===== config.mk =====
export PLATFORM = sky130hd
export DESIGN_NAME = idiv_prep
export DESIGN_NICKNAME = d
export VERILOG_FILES = /design/src/design/idiv_pkg.sv /design/src/design/idiv_prep.sv
export SDC_FILE = /design/constraint.sdc
export NUM_CORES = 1
export LEC_CHECK = 0
export BUFFER_PORTS_ARGS = -buffer_cell sky130_fd_sc_hd__buf_2
export CORE_AREA = 2 2 128 130
export CTS_CLUSTER_DIAMETER = 30
export CTS_CLUSTER_SIZE = 40
export DETAILED_ROUTE_END_ITERATION = 10
export DIE_AREA = 0 0 130 132
export GPL_TIMING_DRIVEN = 0
export PLACE_DENSITY = 0.79
export SETUP_SLACK_MARGIN = 0.2
export SYNTH_ARGS = -nofsm -noshare
export SYNTH_HDL_FRONTEND = slang
export SYNTH_SLANG_ARGS = --single-unit

===== constraint.sdc =====
create_clock -name clk -period 12.7 [get_ports clk]
set_input_delay 1.27 -clock clk [delete_from_list [all_inputs] [get_ports clk]]
set_output_delay 1.27 -clock clk [all_outputs]
set_load 0.1 [all_outputs]

===== src/design/idiv_pkg.sv =====
`timescale 1ns / 1ps
`default_nettype none
// ----------------------------------------------------------------------------
// idiv_pkg
// Shared constants and the per-stage item record of the pipelined divider.
// ----------------------------------------------------------------------------
package idiv_pkg;

  // width of the magnitudes that the recurrence works on (at most DATA_W)
  localparam int WIDTH  = 64;
  // width of the operand and result fields on the ports
  localparam int DATA_W = 64;
  localparam int KIND_W = 2;

  // bit positions inside the kind field
  localparam int KIND_REM_BIT    = 0;
  localparam int KIND_SIGNED_BIT = 1;

  // one item as it travels down the chain of cells
  typedef struct packed {
    logic [WIDTH-1:0] rem;       // partial remainder
    logic [WIDTH-1:0] aq;        // dividend bits still to enter, quotient bits behind
    logic [WIDTH-1:0] dvsr;      // divisor magnitude
    logic             want_rem;
    logic             neg_q;
    logic             neg_r;
    logic             div_zero;
  } item_t;

endpackage
`default_nettype wire


===== src/design/idiv_prep.sv =====
`timescale 1ns / 1ps
`default_nettype none
// ----------------------------------------------------------------------------
// idiv_prep
// Input stage: decodes the kind, takes operand magnitudes, loads the chain.
// ----------------------------------------------------------------------------
module idiv_prep (
  input  wire logic                        clk,
  input  wire logic                        rst,
  input  wire logic                        in_valid,
  input  wire logic [idiv_pkg::KIND_W-1:0] in_kind,
  input  wire logic [idiv_pkg::DATA_W-1:0] in_dividend,
  input  wire logic [idiv_pkg::DATA_W-1:0] in_divisor,
  output logic                             in_ready,
  output logic                             out_valid,
  output idiv_pkg::item_t                  out_data,
  input  wire logic                        out_ready
);
  import idiv_pkg::*;

  logic [WIDTH-1:0] a;
  logic [WIDTH-1:0] b;
  logic             is_signed;
  logic             neg_a;
  logic             neg_b;
  item_t            item_next;

  always_comb begin
    a         = in_dividend[WIDTH-1:0];
    b         = in_divisor[WIDTH-1:0];
    is_signed = in_kind[KIND_SIGNED_BIT];
    neg_a     = is_signed & a[WIDTH-1];
    neg_b     = is_signed & b[WIDTH-1];
    item_next.rem      = '0;
    item_next.aq       = neg_a ? (WIDTH'(0) - a) : a;
    item_next.dvsr     = neg_b ? (WIDTH'(0) - b) : b;
    item_next.want_rem = in_kind[KIND_REM_BIT];
    item_next.neg_q    = neg_a ^ neg_b;
    item_next.neg_r    = neg_a;
    item_next.div_zero = (b == '0);
  end

  assign in_ready = !out_valid || out_ready;

  always_ff @(posedge clk) begin
    if (rst) begin
      out_valid <= 1'b0;
    end else if (in_ready) begin
      out_valid <= in_valid;
    end
  end

  always_ff @(posedge clk) begin
    if (in_ready && in_valid) begin
      out_data <= item_next;
    end
  end

endmodule
`default_nettype wire


==> run summary <==
Initial drt markers -> 494
Clock network power share -> 30.9%
Post-route minimum period -> 3.66 ns
Crit path to -> out_data[125]
Vias in the first global route -> 5,965
Largest net degree at the start of global routing -> 73
Main synth FF type -> edfxtp_1
Logic gate share of total power -> 33.1%
DR WL met2 -> 9690 um
Post-synth cell types -> 46
Area growth from synthesis to layout -> 33.2%
Initial Util -> 46.5%
Fin crit share -> 28.8%
WP data arrival -> 3.82 ns
R2R depth -> 3
Clock tree from TritonCTS -> built
Placeable Area -> 15,700 um^2
Vias -> 6,154
Switching pwr -> 0.000600 W
Root Driver -> clkbuf_16
PostCTS Resize Cnt -> 0
Die height -> 132 um
Crit. End Element -> flip-flop
Cell Pwr Density -> 154 nW/um^2
CP Max Fanout -> 10
ANT nets after route -> 0
Unrepaired setup endpoints after global routing -> no
Register share of total power -> 36.0%
Cell internal pwr -> 0.000895 W
Flops & latches, synth -> 133
WHS -> 0.541 ns
Ports -> 332
Num Clock Sinks -> 133
Final hold violations -> 0
Worst setup SP type -> input port
Setup TNS -> 0 ns
Share of post-route cells with drive strength above 1 -> 37.1%
VDD IR max -> 0.0903 mV
CTS buffer count -> 17
Data required, critical path -> 12.86 ns
Ys async rst share -> 0%
Hold_buf cts -> 0
Worst slew margin -> 28.6%
Max-cap viol count -> 0
Max Slew Vio Count -> 0
Netlist Area Pre-Place -> 7310 um^2
CP Class -> input port to flip-flop
Yosys warnings -> 0
Post-route setup slack -> 9.04 ns
Die footprint -> 17,200 um^2
Status -> completed
Avg Inst Size Synth -> 11.3 um^2
Total track usage -> 23.4%
DRT Pass-1 Iters -> 5
Die W -> 130 um
Pre-CTS WS -> 8.71 ns
Placement Rows -> 46
Final setup viols -> 0
GPL Wtd Cong -> 0.927
Fin area -> 9730 um^2
Clock Tree Buf Depth -> 2
Post-Route WL -> 20,100 um
Worst Skew -> 0.00500 ns
Met3 routed WL -> 1680 um
FF-to-FF setup slack -> 10.80 ns
Clk_lat worst skew -> 0.42 ns
DPL Wire Length -> 15,700 um
Reg2reg start -> out_valid
First-pass GRT wire length -> 30,700 um
Post-DP Area -> 9180 um^2
DRC errors left -> 0
Initial antenna violation count -> 2
Syn Inst Count -> 644
Peak Freq -> 273 MHz
Port bufs -> 267
Metal-1 WL -> 7930 um
Post-synth EDFFs -> 132
Final layout net count -> 1,130
Pleak -> 4.16 nW
Post-synthesis sequential area ratio -> 54.5%
Max Used Layer -> met5
Hold Crit Class -> flip-flop to flip-flop
Power, Total -> 0.00149 W
Critical path origin -> in_dividend[0]
Total global routing overflow -> 0
H-tree depth -> 4
CTS clk-pin slew, worst paths -> 0.06 ns
Setup repair bufs after CTS -> 0
Worst slew pin tran -> 1.06 ns
DR WL/cell -> 16.5 um
DR vias/cell -> 5.03
Net Sw Frac -> 40.1%
RR Endpoint -> out_data[7]
## cells in the final DEF, fill, tap and decap left out, types with 3 or more instances in the layout
cell type / Yosys / routed
a21oi_1: 39 / 39
a31oi_1: 20 / 20
and2_1: 4 / 3
and3_1: 3 / 3
buf_2: 3 / 270
buf_4: 64 / 64
clkbuf_1: 12 / 14
clkbuf_16: 0 / 17
clkinv_1: 1 / 4
clkinv_2: 0 / 4
clkinvlp_4: 0 / 3
conb_1: 1 / 64
edfxtp_1: 132 / 132
inv_1: 15 / 15
nand2_1: 25 / 25
nand2b_1: 3 / 3
nand3_1: 8 / 8
nor2_1: 54 / 54
nor3_1: 29 / 29
nor4_1: 16 / 16
o21ai_0: 21 / 21
o31ai_1: 11 / 11
o41ai_1: 7 / 7
or2_1: 3 / 3
or2_2: 3 / 3
or3_1: 9 / 9
or4_1: 12 / 12
xnor2_1: 55 / 55
xor2_1: 68 / 68
## sequential cells by signal, summed over array words and instances (netlist names)
signal and cells:
out_data 132, out_valid 1
## how the worst min path moves through the flow
stage,startpoint,to,depth (start not counted)
global placement,out_valid,out_valid,2
finish,out_valid,out_valid,2
detailed placement,out_valid,out_valid,2
CTS,out_valid,out_valid,2
floorplan,rst,out_valid,1
global route,out_valid,out_valid,2
## routing by layer
metal	GRT usage (%)	vias to the layer above
li1	-	2928
met1	29.6	2813
met2	37.5	354
met3	4.91	57
met4	12.2	2
met5	0	-
## cells by family after synthesis
kind of cell | share of synthesized area (%)
flip-flops | 54.5
XOR/XNOR | 14.7
AO/OA/AOI/OAI | 8.94
adder cells (fa/ha/maj) | 0.342
buffers and inverters | 8.27
other | 0.0513
AND/OR/NAND/NOR | 13.1
## final cells by class
cell class,count,area [um^2]
clock inverter,12,114
buffer,80,544
sequential,133,3980
clock buffer,19,433
multi-input combinational,478,2960
timing repair buffer,268,1360
inverter,16,60.1
fill,1324,5980
tap,216,270
antenna,1,2.50
## synth_stat cells, types with 2 or more instances
cell type,instances,area (um^2)
a21oi_1,39,195
a31oi_1,20,125
and2_1,4,25.0
and3_1,3,18.8
buf_2,3,15.0
buf_4,64,480
clkbuf_1,12,45.0
edfxtp_1,132,3960
ha_1,2,25.0
inv_1,15,56.3
nand2_1,25,93.8
nand2b_1,3,18.8
nand3_1,8,40.0
nand4b_1,2,17.5
nor2_1,54,203
nor3_1,29,145
nor3b_1,2,15.0
nor4_1,16,100
nor4_2,2,25.0
o21ai_0,21,105
o21ai_1,2,10.0
o31ai_1,11,82.6
o41ai_1,7,61.3
or2_1,3,18.8
or2_2,3,18.8
or3_1,9,56.3
or4_1,12,90.1
or4_4,2,22.5
xnor2_1,55,482
xor2_1,68,596
## through the flow
| step | std cells | utilization (%) |
|---|---|---|
| floorplan | 707 | - |
| global placement | 1190 | 58.2 |
| detailed placement | 1191 | 58.4 |
| CTS | 1222 | 61.9 |
| global route | 1223 | 61.9 |
| finish | 1223 | 61.9 |
## critical path, stage by stage
cell      delay [ns]
buf_2           0.14
or4_1           0.59
or4_1           0.41
clkbuf_1        0.24
nor4_1          0.52
buf_2           0.34
a31oi_1         0.13
xor2_1          0.18
## power by group through the flow
| stage | registers (W) | clock network [W] | logic [W] |
|---|---|---|---|
| finish | 0.000538 | 0.000462 | 0.000494 |
| global route | 0.000542 | 0.000482 | 0.000510 |
| CTS | 0.000539 | 0.000467 | 0.000493 |
| detailed placement | 0.000547 | 0 | 0.000492 |
| global placement | 0.000550 | 0 | 0.000487 |
| floorplan | 0.000797 | 0 | 0.000159 |
Note: power is estimated with default switching activity, not from simulation.
