[config.mk]
export PLATFORM = sky130hd
export DESIGN_NAME = idiv_post
export DESIGN_NICKNAME = d
export VERILOG_FILES = /design/src/design/idiv_pkg.sv /design/src/design/idiv_post.sv
export SDC_FILE = /design/constraint.sdc
export NUM_CORES = 1
export LEC_CHECK = 0
export BUFFER_PORTS_ARGS = -buffer_cell sky130_fd_sc_hd__buf_4
export CAP_MARGIN = 20
export CELL_PAD_IN_SITES_DETAIL_PLACEMENT = 1
export CELL_PAD_IN_SITES_GLOBAL_PLACEMENT = 2
export CORE_ASPECT_RATIO = 1.25
export CORE_MARGIN = 1
export CORE_UTILIZATION = 29
export CTS_BUF_LIST = sky130_fd_sc_hd__clkbuf_4
export DETAILED_ROUTE_END_ITERATION = 10
export HOLD_SLACK_MARGIN = 0.03
export MAX_ROUTING_LAYER = met4
export PLACE_DENSITY_LB_ADDON = 0.15
export SLEW_MARGIN = 5
export SYNTH_ARGS = -nofsm -noshare
export SYNTH_HDL_FRONTEND = slang
export SYNTH_SLANG_ARGS = --single-unit
[constraint.sdc]
create_clock -name clk -period 11.5 [get_ports clk]
set_clock_uncertainty 0.05 [all_clocks]
set_input_delay 2.3 -clock clk [delete_from_list [all_inputs] [get_ports clk]]
set_output_delay 2.3 -clock clk [all_outputs]
set_load 0.05 [all_outputs]
[src/design/idiv_pkg.sv]
`timescale 1ns / 1ps
`default_nettype none
// ----------------------------------------------------------------------------
// idiv_pkg
// Shared constants and the per-stage item record of the pipelined divider.
// ----------------------------------------------------------------------------
package idiv_pkg;

  // width of the magnitudes that the recurrence works on (at most DATA_W)
  localparam int WIDTH  = 64;
  // width of the operand and result fields on the ports
  localparam int DATA_W = 64;
  localparam int KIND_W = 2;

  // bit positions inside the kind field
  localparam int KIND_REM_BIT    = 0;
  localparam int KIND_SIGNED_BIT = 1;

  // one item as it travels down the chain of cells
  typedef struct packed {
    logic [WIDTH-1:0] rem;       // partial remainder
    logic [WIDTH-1:0] aq;        // dividend bits still to enter, quotient bits behind
    logic [WIDTH-1:0] dvsr;      // divisor magnitude
    logic             want_rem;
    logic             neg_q;
    logic             neg_r;
    logic             div_zero;
  } item_t;

endpackage
`default_nettype wire

[src/design/idiv_post.sv]
`timescale 1ns / 1ps
`default_nettype none
// ----------------------------------------------------------------------------
// idiv_post
// Output stage: picks quotient or remainder, applies the sign or gives 0 for a zero divisor, holds result.
// ----------------------------------------------------------------------------
module idiv_post (
  input  wire logic                        clk,
  input  wire logic                        rst,
  input  wire logic                        in_valid,
  input  wire idiv_pkg::item_t             in_data,
  output logic                             in_ready,
  output logic                             out_valid,
  output logic [idiv_pkg::DATA_W-1:0]      out_result,
  input  wire logic                        out_ready
);
  import idiv_pkg::*;

  logic [WIDTH-1:0] pick;
  logic             neg;
  logic [WIDTH-1:0] res_next;

  always_comb begin
    pick = in_data.want_rem ? in_data.rem : in_data.aq;
    neg  = in_data.want_rem ? in_data.neg_r : in_data.neg_q;
    if (in_data.div_zero) begin
      res_next = '0;
    end else if (neg) begin
      res_next = WIDTH'(0) - pick;
    end else begin
      res_next = pick;
    end
  end

  assign in_ready = !out_valid || out_ready;

  always_ff @(posedge clk) begin
    if (rst) begin
      out_valid <= 1'b0;
    end else if (in_ready) begin
      out_valid <= in_valid;
    end
  end

  always_ff @(posedge clk) begin
    if (in_ready && in_valid) begin
      out_result <= DATA_W'(res_next);
    end
  end

endmodule
`default_nettype wire

==> impl_results.md, run 1 <==
- Outcome: completed
- Num rows: 56
- Global-route met1 utilization: 24.6%
- Worst rel slew slack: 33.2%
- Yosys cell types: 67
- Routed Wire Length: 22.1 mm
- Top_reg_cell synth: edfxtp_1
- Max Buffers Root-to-Sink: 2
- R2R Setup Slk: 9770 ps
- Syn Nets: 814
- Vias in the first global route: 6130
- Hold crit path type: flip-flop to flip-flop
- Max Slew Vio Count: 0
- Hold-fix buffers, CTS: 0
- Post-route DRC: 0
- FF+latch count, synth: 65
- Avg Cell Area, Syn: 9.21 um^2
- Hpwl dp: 16.7 mm
- Crit path capture type: flip-flop
- Die ar.: 20000 um^2
- Maximum VDD drop: 0.0000426 V
- CTS tree: yes
- Top fanout value on the critical path: 105
- Share of cells above drive strength 1: 31.3%
- DIE WIDTH: 127 um
- Gate Count Post-Synth: 613
- DRT iter0 DRCs: 318
- DR WL/cell: 21.5 um
- Via Count: 5728
- Commonest non-fill, non-tap cell in the layout: buf_4
- Clk_lat worst skew: 450 ps
- Clk root buf: clkbuf_4
- Mapped Area: 5650 um^2
- Num CTS Buffers: 9
- Final RePlAce weighted congestion: 0.838
- WHS: 485 ps
- Area leader, netlist: edfxtp_1
- RSZ-0062 raised after global routing: no
- GRT overflow: 0
- Final hold vios: 0
- Post-synthesis async set-or-reset flop share: 0%
- Hold path cells: 2
- Max Freq: 0.159 GHz
- Die H: 158 um
- Core ar.: 18900 um^2
- Sequential area share after synthesis: 34.4%
- Syn. warnings: 0
- Fillers: 2181
- Worst Setup Path Type: input pin to flip-flop
- Leakage Power: 0.00298 uW
- CTS-repair resized insts: 0
- Final setup fails: 0
- Met2 GRT Util: 42.9%
- ANT nets after route: 0
- Initial antenna violation count: 1
- Worst Reg-to-Reg Cells: 3
- P&R area growth vs syn: 31.9%
- P per Cell Area: 103 nW/um^2
- GRT Util Overall: 22.9%
- Top Ports: 266
- Most frequent cells in the layout: buf_4 (203), nor2_1 (64), edfxtp_1 (64)
- Actual slew at the worst max-slew pin: 999 ps
- WP data required: 11660 ps
- TNS Setup: 0 ps
- H-Tree Level Count: 3
- Clk slew on worst S/H paths: 120 ps
- Gr busiest metal: met2
- DR vias/cell: 5.58
- CP Launch Type: input pin
- # port buffers: 201
- Layout Nets: 989
- Largest net degree at the start of global routing: 106
- First-pass GRT wire length: 33.7 mm
- Setup repair bufs after CTS: 0
- Sequential cell area: 1940 um^2
- Tmin final: 6280 ps
- Met3 usage: 3.48%
- Share of the synthesized area in the top cell type: 34.0%
- Initial core utilization: 29.8%
- Sink Count: 65
- Worst path arrival time: 6450 ps
- Synth top area cells: edfxtp_1 (34%), mux2i_1 (11%), nor3_1 (4.9%), nor2_1 (4.3%), xnor2_1 (4.2%)
- Area of the multi-input gates: 3510 um^2
- First-pass DRT Iterations: 4
- Max-Cap Viols: 0
- Number of synthesized flops with an enable pin: 64
- Period utilisation layout: 54.6%
## metrics by stage
step / std cells / util [%] / setup WS, ps / power, uW / instance area (um^2)
floorplan: 613 / - / 4600 / 474 / 5650
global placement: 1009 / 38.5 / 4860 / 579 / 7290
detailed placement: 1009 / 38.5 / 4760 / 583 / 7290
CTS: 1025 / 39.4 / 5260 / 777 / 7450
global route: 1026 / 39.4 / 4970 / 803 / 7450
finish: 1026 / 39.4 / 5220 / 766 / 7450
## cell type report
cell class	instances	share of cell area [%]
well taps	232	3.90
flip-flops and latches	65	26.1
inverters	2	0.101
clock inverters	6	1.11
repair buffers	204	20.6
clock buffers	10	1.01
multi-input cells	506	47.2
diodes	1	0.0336
## per-layer routing
layer / up-vias / wire (um)
met5: - / 0
met4: 0 / 535
met3: 31 / 896
met2: 169 / 11800
met1: 2793 / 8840
li1: 2735 / -
## worst max-delay path, stage by stage
cell and delay (ps):
buf_6 620, or3b_1 470, a222oi_1 780, nand4_2 720
nor4_4 800, a211oi_1 150, or4_1 540
## kinds of logic after synthesis
logic type | count (synthesis) | share of synthesized area [%]
XOR/XNOR | 41 | 6.36
adder cells (fa/ha/maj) | 1 | 0.222
flip-flops | 65 | 34.4
buffers and inverters | 42 | 3.61
AND/OR/NAND/NOR | 280 | 28.5
AO/OA/AOI/OAI | 116 | 14.7
multiplexers | 68 | 12.2
## power by group
part	leakage [uW]	internal, uW	switching (uW)	total [uW]
combinational	0.00225	106	176	283
sequential	0.000646	287	6.36	293
clock	0.0000878	89.5	101	190
total	0.00298	482	284	766
## synth_stat cells (4+ instances only)
master,count
buf_6,4
nor3_1,55
o22a_1,4
nor4b_1,4
o31ai_1,10
edfxtp_1,64
nand3_1,12
or3b_2,7
a211oi_1,4
buf_1,6
or4_1,10
nand4_1,5
buf_2,10
nor2_1,64
a21o_1,4
o2bb2a_1,6
clkbuf_1,19
a22oi_1,4
nor3b_1,27
mux2i_1,60
o41ai_1,7
o21ai_0,18
mux2_2,8
o21a_1,5
nor4_1,13
or4b_1,7
a222oi_1,5
xnor2_1,27
xor2_1,14
or4b_2,4
a21oi_1,20
o22ai_1,8
nand2_1,30
or3_1,16
## registers in the layout, summed over array words and instances, names as in the netlist
register,cells
out_valid,1
out_result,64
## path summary, 6_finish.rpt
path,endpoint,startpoint
max,out_result[61],in_data[3]
min,out_valid,out_valid
max reg2reg,out_result[32],out_valid
min reg2reg,out_valid,out_valid
Power figures use the tool's default switching activity.
==> run 2, diff against run 1 <==
Settings changed: CORE_UTILIZATION 29 to 27.
Clock period 11.5 ns to 5.8 ns, I/O delays scaled along.
==> run 2 against run 1 <==
Effect of this change:
- cell count rose by 4.4%
- flip-flop and latch count did not move
- count of clock-buffer cells in the layout fell by 1
- sequential power rose by 98%
- sequential share of layout area fell by 0.32 points
- global-route usage fell by 1.2 points
- non-clock buffer count rose by 7
- design area rose by 1.2%
- register-to-register slack got worse by 6100 ps
- worst hold slack improved by 8.4 ps
- first-iteration DRC count fell by 41%
- total power rose by 94%
==> impl_results.md, run 2 (synthesis gave the netlist of run 1 again) <==
- Outcome: completed
- Top Registers: out_result: 64 flops, out_valid: 1 flops
- Critical-path cell list: buf_6, buf_12, or3b_2, o2bb2a_1, or4b_1, o41a_1, or3_1, a21oi_1
- Hold crit path type: flip-flop to flip-flop
- Clk slew on worst S/H paths: 140 ps (+20 ps)
- Post-route DRC: 0 (unchanged)
- DR vias/cell: 5.42 (-3.0%)
- Maximum VDD drop: 0.0000750 V (+76%)
- RSZ-0062 raised after global routing: no
- TNS Setup: 0 ps (unchanged)
- Via Count: 5802 (+1.3%)
- DR WL/cell: 21.3 um (-0.96%)
- Top fanout value on the critical path: 82 (-22%)
- Clk root buf: clkbuf_4
- Crit path capture type: flip-flop
- Fin area: 7540 um^2 (+1.2%)
- Largest net degree at the start of global routing: 83 (-22%)
- H-Tree Level Count: 3 (unchanged)
- Max Freq: 0.230 GHz
- ANT nets after route: 0 (unchanged)
- DRT iter0 DRCs: 189 (-41%)
- Num rows: 58 (+3.6%)
- CP Launch Type: input pin
- Routed Wire Length: 22.8 mm (+3.4%)
- Commonest non-fill, non-tap cell in the layout: buf_4
- Share of cells above drive strength 1: 31.9% (+0.60 points)
- Hpwl dp: 17.5 mm (+5.2%)
- Max Slew Vio Count: 0 (unchanged)
- Final hold vios: 0 (unchanged)
- Worst rel slew slack: 31.4% (-1.8 points)
- Max Buffers Root-to-Sink: 2 (unchanged)
- Vias in the first global route: 6074 (-0.91%)
- Die H: 164 um (+3.6%)
- Hold-fix buffers, CTS: 0 (unchanged)
- Leakage Power: 0.00300 uW (+0.61%)
- Actual slew at the worst max-slew pin: 1020 ps (+16.1 ps)
- Final setup fails: 0 (unchanged)
- Sink Count: 65 (unchanged)
- Dpl cell area: 7400 um^2 (+1.5%)
- Layout Nets: 996 (+0.71%)
- Die ar.: 21500 um^2 (+7.3%)
- Top Ports: 266 (unchanged)
- CP max stage cell: o41a_1
- GRT Util Overall: 21.7% (-1.2 points)
- Max FFs per register: 64 (unchanged)
- First-pass DRT Iterations: 4 (unchanged)
- Initial antenna violation count: 1 (unchanged)
- Most frequent cells in the layout: buf_4 (209), nor2_1 (64), edfxtp_1 (64)
- Max-Cap Viols: 0 (unchanged)
- DIE WIDTH: 131 um (+3.6%)
- Core ar.: 20300 um^2 (+7.4%)
- CTS tree: yes
- CTS-repair resized insts: 0 (unchanged)
- P&R area growth vs syn: 33.6%
- First-pass GRT wire length: 34.4 mm (+2.0%)
- # port buffers: 201 (unchanged)
- Clk_lat worst skew: 460 ps (about the same)
- Initial core utilization: 27.8% (-2.1 points)
- Tmin final: 4340 ps
- Worst path arrival time: 4610 ps (-1840 ps)
- Fillers: 2406 (+10%)
- Num CTS Buffers: 9 (unchanged)
- Slowest cell delay on critical path: 590 ps (-210 ps)
- Largest reg by FF count: out_result
- WP data required: 6070 ps (-5590 ps)
- Setup repair bufs after CTS: 0 (unchanged)
- Worst Setup Path Type: input pin to flip-flop
- Final Power: 1490 uW (+94%)
- P per Cell Area: 197 nW/um^2 (+92%)
- Final RePlAce weighted congestion: 0.812 (-3.2%)
- Period utilisation layout: 74.8%
- GRT overflow: 0 (unchanged)
## run 2: layout make-up
| class | count | area [um^2] | area share (%) |
|---|---|---|---|
| inverter | 2 | 7.51 | 0.0995 |
| multi-input combinational | 506 | 3510 | 46.6 |
| sequential | 65 | 1940 | 25.7 |
| clock inverter | 7 | 70.1 | 0.929 |
| antenna | 1 | 2.50 | 0.0332 |
| clock buffer | 9 | 67.6 | 0.896 |
| tap | 270 | 338 | 4.48 |
| timing repair buffer | 211 | 1600 | 21.2 |
## run 2: report_power, final
part,internal (uW),switching (uW),leakage [uW]
clock network,130,211,0.0000660
logic,212,353,0.00229
registers,568,12.8,0.000646
## run 2: path summary, 6_finish.rpt
path                   start        endpoint  slack (ps)  depth (start not counted)
setup / recovery  in_data[3]  out_result[54]        1460                          8
hold / removal     out_valid       out_valid         490                          2
setup reg to reg   out_valid  out_result[33]        3680                          3
hold reg to reg    out_valid       out_valid         490                          2
## run 2: stage by stage
stage | hold slack (ps) | utilization, % | instances | setup WS, ps
floorplan | 1060 | - | 613 | 36.1
global placement | 445 | 36.4 | 1054 | 1050
detailed placement | 484 | 36.4 | 1054 | 986
CTS | 501 | 37.1 | 1070 | 1520
global route | 531 | 37.1 | 1071 | 1330
finish | 493 | 37.1 | 1071 | 1460
## run 2: layer usage
metal | track usage [%] | part of all wire [%] | routed length (um)
met1 | 23.1 | 39 | 8970
met2 | 40.5 | 54 | 12200
met3 | 3.51 | 4.7 | 1080
met4 | 7.98 | 2.4 | 544
met5 | - | 0 | 0
## run 2: critical path, delay by kind of cell
| family | cells | cell delay, ps |
|---|---|---|
| AND/OR/NAND/NOR | 3 | 1530 |
| buffers and inverters | 2 | 740 |
| AO/OA/AOI/OAI | 3 | 1090 |
==> run 3, diff against run 2 <==
Settings changed: ABC_AREA set to 1, CORE_UTILIZATION 27 to 22.
Clock period 5.8 ns to 3.68 ns, I/O delays scaled along.
==> run 3 against run 2 <==
Effect of this change:
- cell count is 46% higher
- largest power group is now combinational cells
- clock power is 59% higher
- via count is 17% higher
- count of clock-buffer cells in the layout stayed put
- first-iteration DRC count is 29% higher
- routed wire length is 11% higher
- largest cell class unchanged
- critical path type unchanged
- highest routed layer unchanged
- utilization is 7.1 points lower
- design area is 6.7% higher
- global-route usage is 2.7 points lower
- combinational power is 71% higher
==> impl_results.md, run 3 <==
- Crit path capture type: flip-flop
- Max Buffers Root-to-Sink: 2 (unchanged)
- Hold-fix buffers, CTS: 0 (unchanged)
- Worst Reg-to-Reg Cells: 2 (-1)
- Yosys cell types: 32 (-52%)
- Number of synthesized flops with an enable pin: 64 (unchanged)
- First-pass GRT wire length: 38.7 mm (+12%)
- Share of cells above drive strength 1: 22.5% (-9.3 points)
- Min-delay src: rst
- Initial core utilization: 22.4% (-5.4 points)
- Gate Count Post-Synth: 1015 (+66%)
- Final hold vios: 0 (unchanged)
- Sink Count: 65 (unchanged)
- FF+latch count, synth: 65 (unchanged)
- Layout Nets: 1412 (+42%)
- WP data required: 3860 ps (-2210 ps)
- TNS Setup: 0 ps (unchanged)
- P per Cell Area: 301 nW/um^2 (+53%)
- Clk_lat worst skew: 440 ps (-20 ps)
- DR vias/cell: 4.35 (-20%)
- Actual slew at the worst max-slew pin: 933 ps (-82.3 ps)
- Setup repair bufs after CTS: 0 (unchanged)
- NetSw: 1010 uW (+75%)
- Core ar.: 26800 um^2 (+32%)
- Largest reg by FF count: out_result
- Cell Int Power: 1410 uW (+55%)
- Leakage Power: 0.00409 uW (+36%)
- Worst Hold End: out_valid
- Initial antenna violation count: 1 (unchanged)
- R2R Setup Slk: 2000 ps (-1680 ps)
- Final RePlAce weighted congestion: 0.831 (+2.4%)
- Largest net degree at the start of global routing: 65 (-22%)
- Post-route DRC: 0 (unchanged)
- Via Count: 6798 (+17%)
- Sequential cell area: 1940 um^2 (unchanged)
- R2R Path End: out_result[58]
- Worst rel slew slack: 37.8% (+6.4 points)
- DIE WIDTH: 150 um (+14%)
- Area of the multi-input gates: 3340 um^2 (-5.0%)
- Critical R2R Launch: out_valid
- Tmin final: 2630 ps
- GRT Util Overall: 19.1% (-2.7 points)
- Routed Wire Length: 25.4 mm (+11%)
- Clk slew on worst S/H paths: 130 ps (about the same)
- RSZ-0062 raised after global routing: no
- Hold path cells: 2 (unchanged)
- GRT overflow: 0 (unchanged)
- CTS tree: yes
- Syn. warnings: 0 (unchanged)
- Hpwl dp: 20.8 mm (+18%)
- P&R area growth vs syn: 33.8%
- Max Freq: 0.381 GHz
- Max-Cap Viols: 0 (unchanged)
- Worst path arrival time: 2810 ps (-1800 ps)
- Count leader, synth: nand2_1
- Delay-heaviest family, CP: simple AND/OR/NAND/NOR gates
- Avg Cell Area, Syn: 5.92 um^2 (-36%)
- Mapped Area: 6010 um^2 (+6.5%)
- Sequential Power Share: 37.6% (-1.4 points)
- CP Buf/Inv Count: 2 (unchanged)
- Final setup fails: 0 (unchanged)
- First-pass DRT Iterations: 4 (unchanged)
- Die H: 187 um (+14%)
- Worst Setup Path Type: input pin to flip-flop
- Num CTS Buffers: 9 (unchanged)
- Commonest non-fill, non-tap cell in the layout: nand2_1
- Max Slew Vio Count: 0 (unchanged)
- Num rows: 67 (+16%)
- Area leader, netlist: edfxtp_1
- CTS-repair resized insts: 0 (unchanged)
- Final Power: 2420 uW (+63%)
- Vias in the first global route: 6908 (+14%)
- Worst path most repeated cell: nand2_1
- Period utilisation layout: 71.4%
- Clock Power Share: 22.4% (-0.5 points)
- Max FFs per register: 64 (unchanged)
- Syn Nets: 1216 (+49%)
- Slowest cell delay on critical path: 340 ps (-250 ps)
- Top_reg_cell synth: edfxtp_1
- Sequential area share after synthesis: 32.3% (-2.1 points)
- H-Tree Level Count: 3 (unchanged)
- Combinational power share: 40.0% (+2.0 points)
- Synth top area cells: edfxtp_1 (32%), nand2_1 (26%), nor2_1 (11%), inv_1 (8.4%), a21oi_1 (3.4%)
- Post-synthesis async set-or-reset flop share: 0% (unchanged)
- # port buffers: 201 (unchanged)
- Top Ports: 266 (unchanged)
- Fillers: 3549 (+48%)
- CP max stage cell: buf_4
- Maximum VDD drop: 0.000108 V (+43%)
- Critical-path cell list: buf_4, buf_4, nand2_1, o21ai_1, nand2_1, nor2_1, nand2_1, o21ai_1, nand4_1, nand2_1, nor2_1
- DR WL/cell: 16.3 um (-24%)
- Top Registers: out_result: 64 flops, out_valid: 1 flops
- Share of the synthesized area in the top cell type: 32.0% (-2.1 points)
- ANT nets after route: 0 (unchanged)
- DRT iter0 DRCs: 243 (+29%)
- Die ar.: 28000 um^2 (+30%)
- CP Launch Type: input pin
- Hold crit path type: input pin to flip-flop
- Top fanout value on the critical path: 31 (-62%)
- Clk root buf: clkbuf_4
- Outcome: completed
- Top cells by count, synth: nand2_1 (409), nor2_1 (175), inv_1 (134)
- Net Sw Frac: 41.8% (+3.0 points)
- Most frequent cells in the layout: nand2_1 (409), buf_4 (213), nor2_1 (175)
[run 3: logic make-up (layout without fill, tap and decap cells)]
| logic type | count (synthesis) | in the layout | synth area share, % |
|---|---|---|---|
| xor+xnor | 2 | 2 | 0.291 |
| other cells | 0 | 2 | 0 |
| fa+ha+maj | 1 | 1 | 0.208 |
| mux | 1 | 1 | 0.166 |
| compound gates | 105 | 105 | 9.38 |
| simple gates | 670 | 670 | 45.2 |
| flops | 65 | 65 | 32.3 |
| buf+inv | 171 | 372 | 12.5 |
[run 3: power groups by stage]
stage | registers, uW | logic [uW] | clock network [uW]
3_3_place_gp | 929 | 979 | 0
5_1_grt | 916 | 1070 | 594
4_1_cts | 912 | 990 | 573
6_report | 910 | 968 | 542
2_1_floorplan | 1130 | 407 | 0
3_5_place_dp | 928 | 987 | 0
[run 3: area by class of cell]
class / instances / area share [%]
inverter: 140 / 6.59
clock inverter: 7 / 0.886
timing repair buffer: 216 / 20.6
tap: 345 / 5.37
sequential: 65 / 24.1
clock buffer: 9 / 0.840
antenna: 2 / 0.0622
multi-input combinational: 779 / 41.5
[run 3: layer usage]
layer  track usage [%]  vias to the layer above  routed length (um)
li1                  -                     3550                   -
met1              20.7                     3108               10300
met2              36.7                      126               14200
met3              2.02                       14                 749
met4              3.77                        0                 229
met5                 -                        -                   0
[run 3: how the worst max path moves through the flow]
stage	slack, ps	from	to	cells past startpoint
3_5_place_dp	520	in_data[3]	out_result[45]	12
4_1_cts	1020	in_data[3]	out_result[45]	12
6_report	1050	in_data[3]	out_result[58]	11
3_3_place_gp	500	in_data[3]	out_result[45]	12
5_1_grt	800	in_data[3]	out_result[46]	11
2_1_floorplan	540	out_ready	out_result[0]	2
[run 3: metrics by stage]
step           instances  cell area, um^2  hold WS (ps)  worst slack (ps)  util (%)
3_3_place_gp        1545             7900           479               499      29.5
4_1_cts             1561             8040           319              1020      30.0
2_1_floorplan       1015             6020           755               544         -
3_5_place_dp        1545             7900           479               517      29.5
6_report            1563             8050           370              1050      30.0
5_1_grt             1563             8050           326               800      30.0
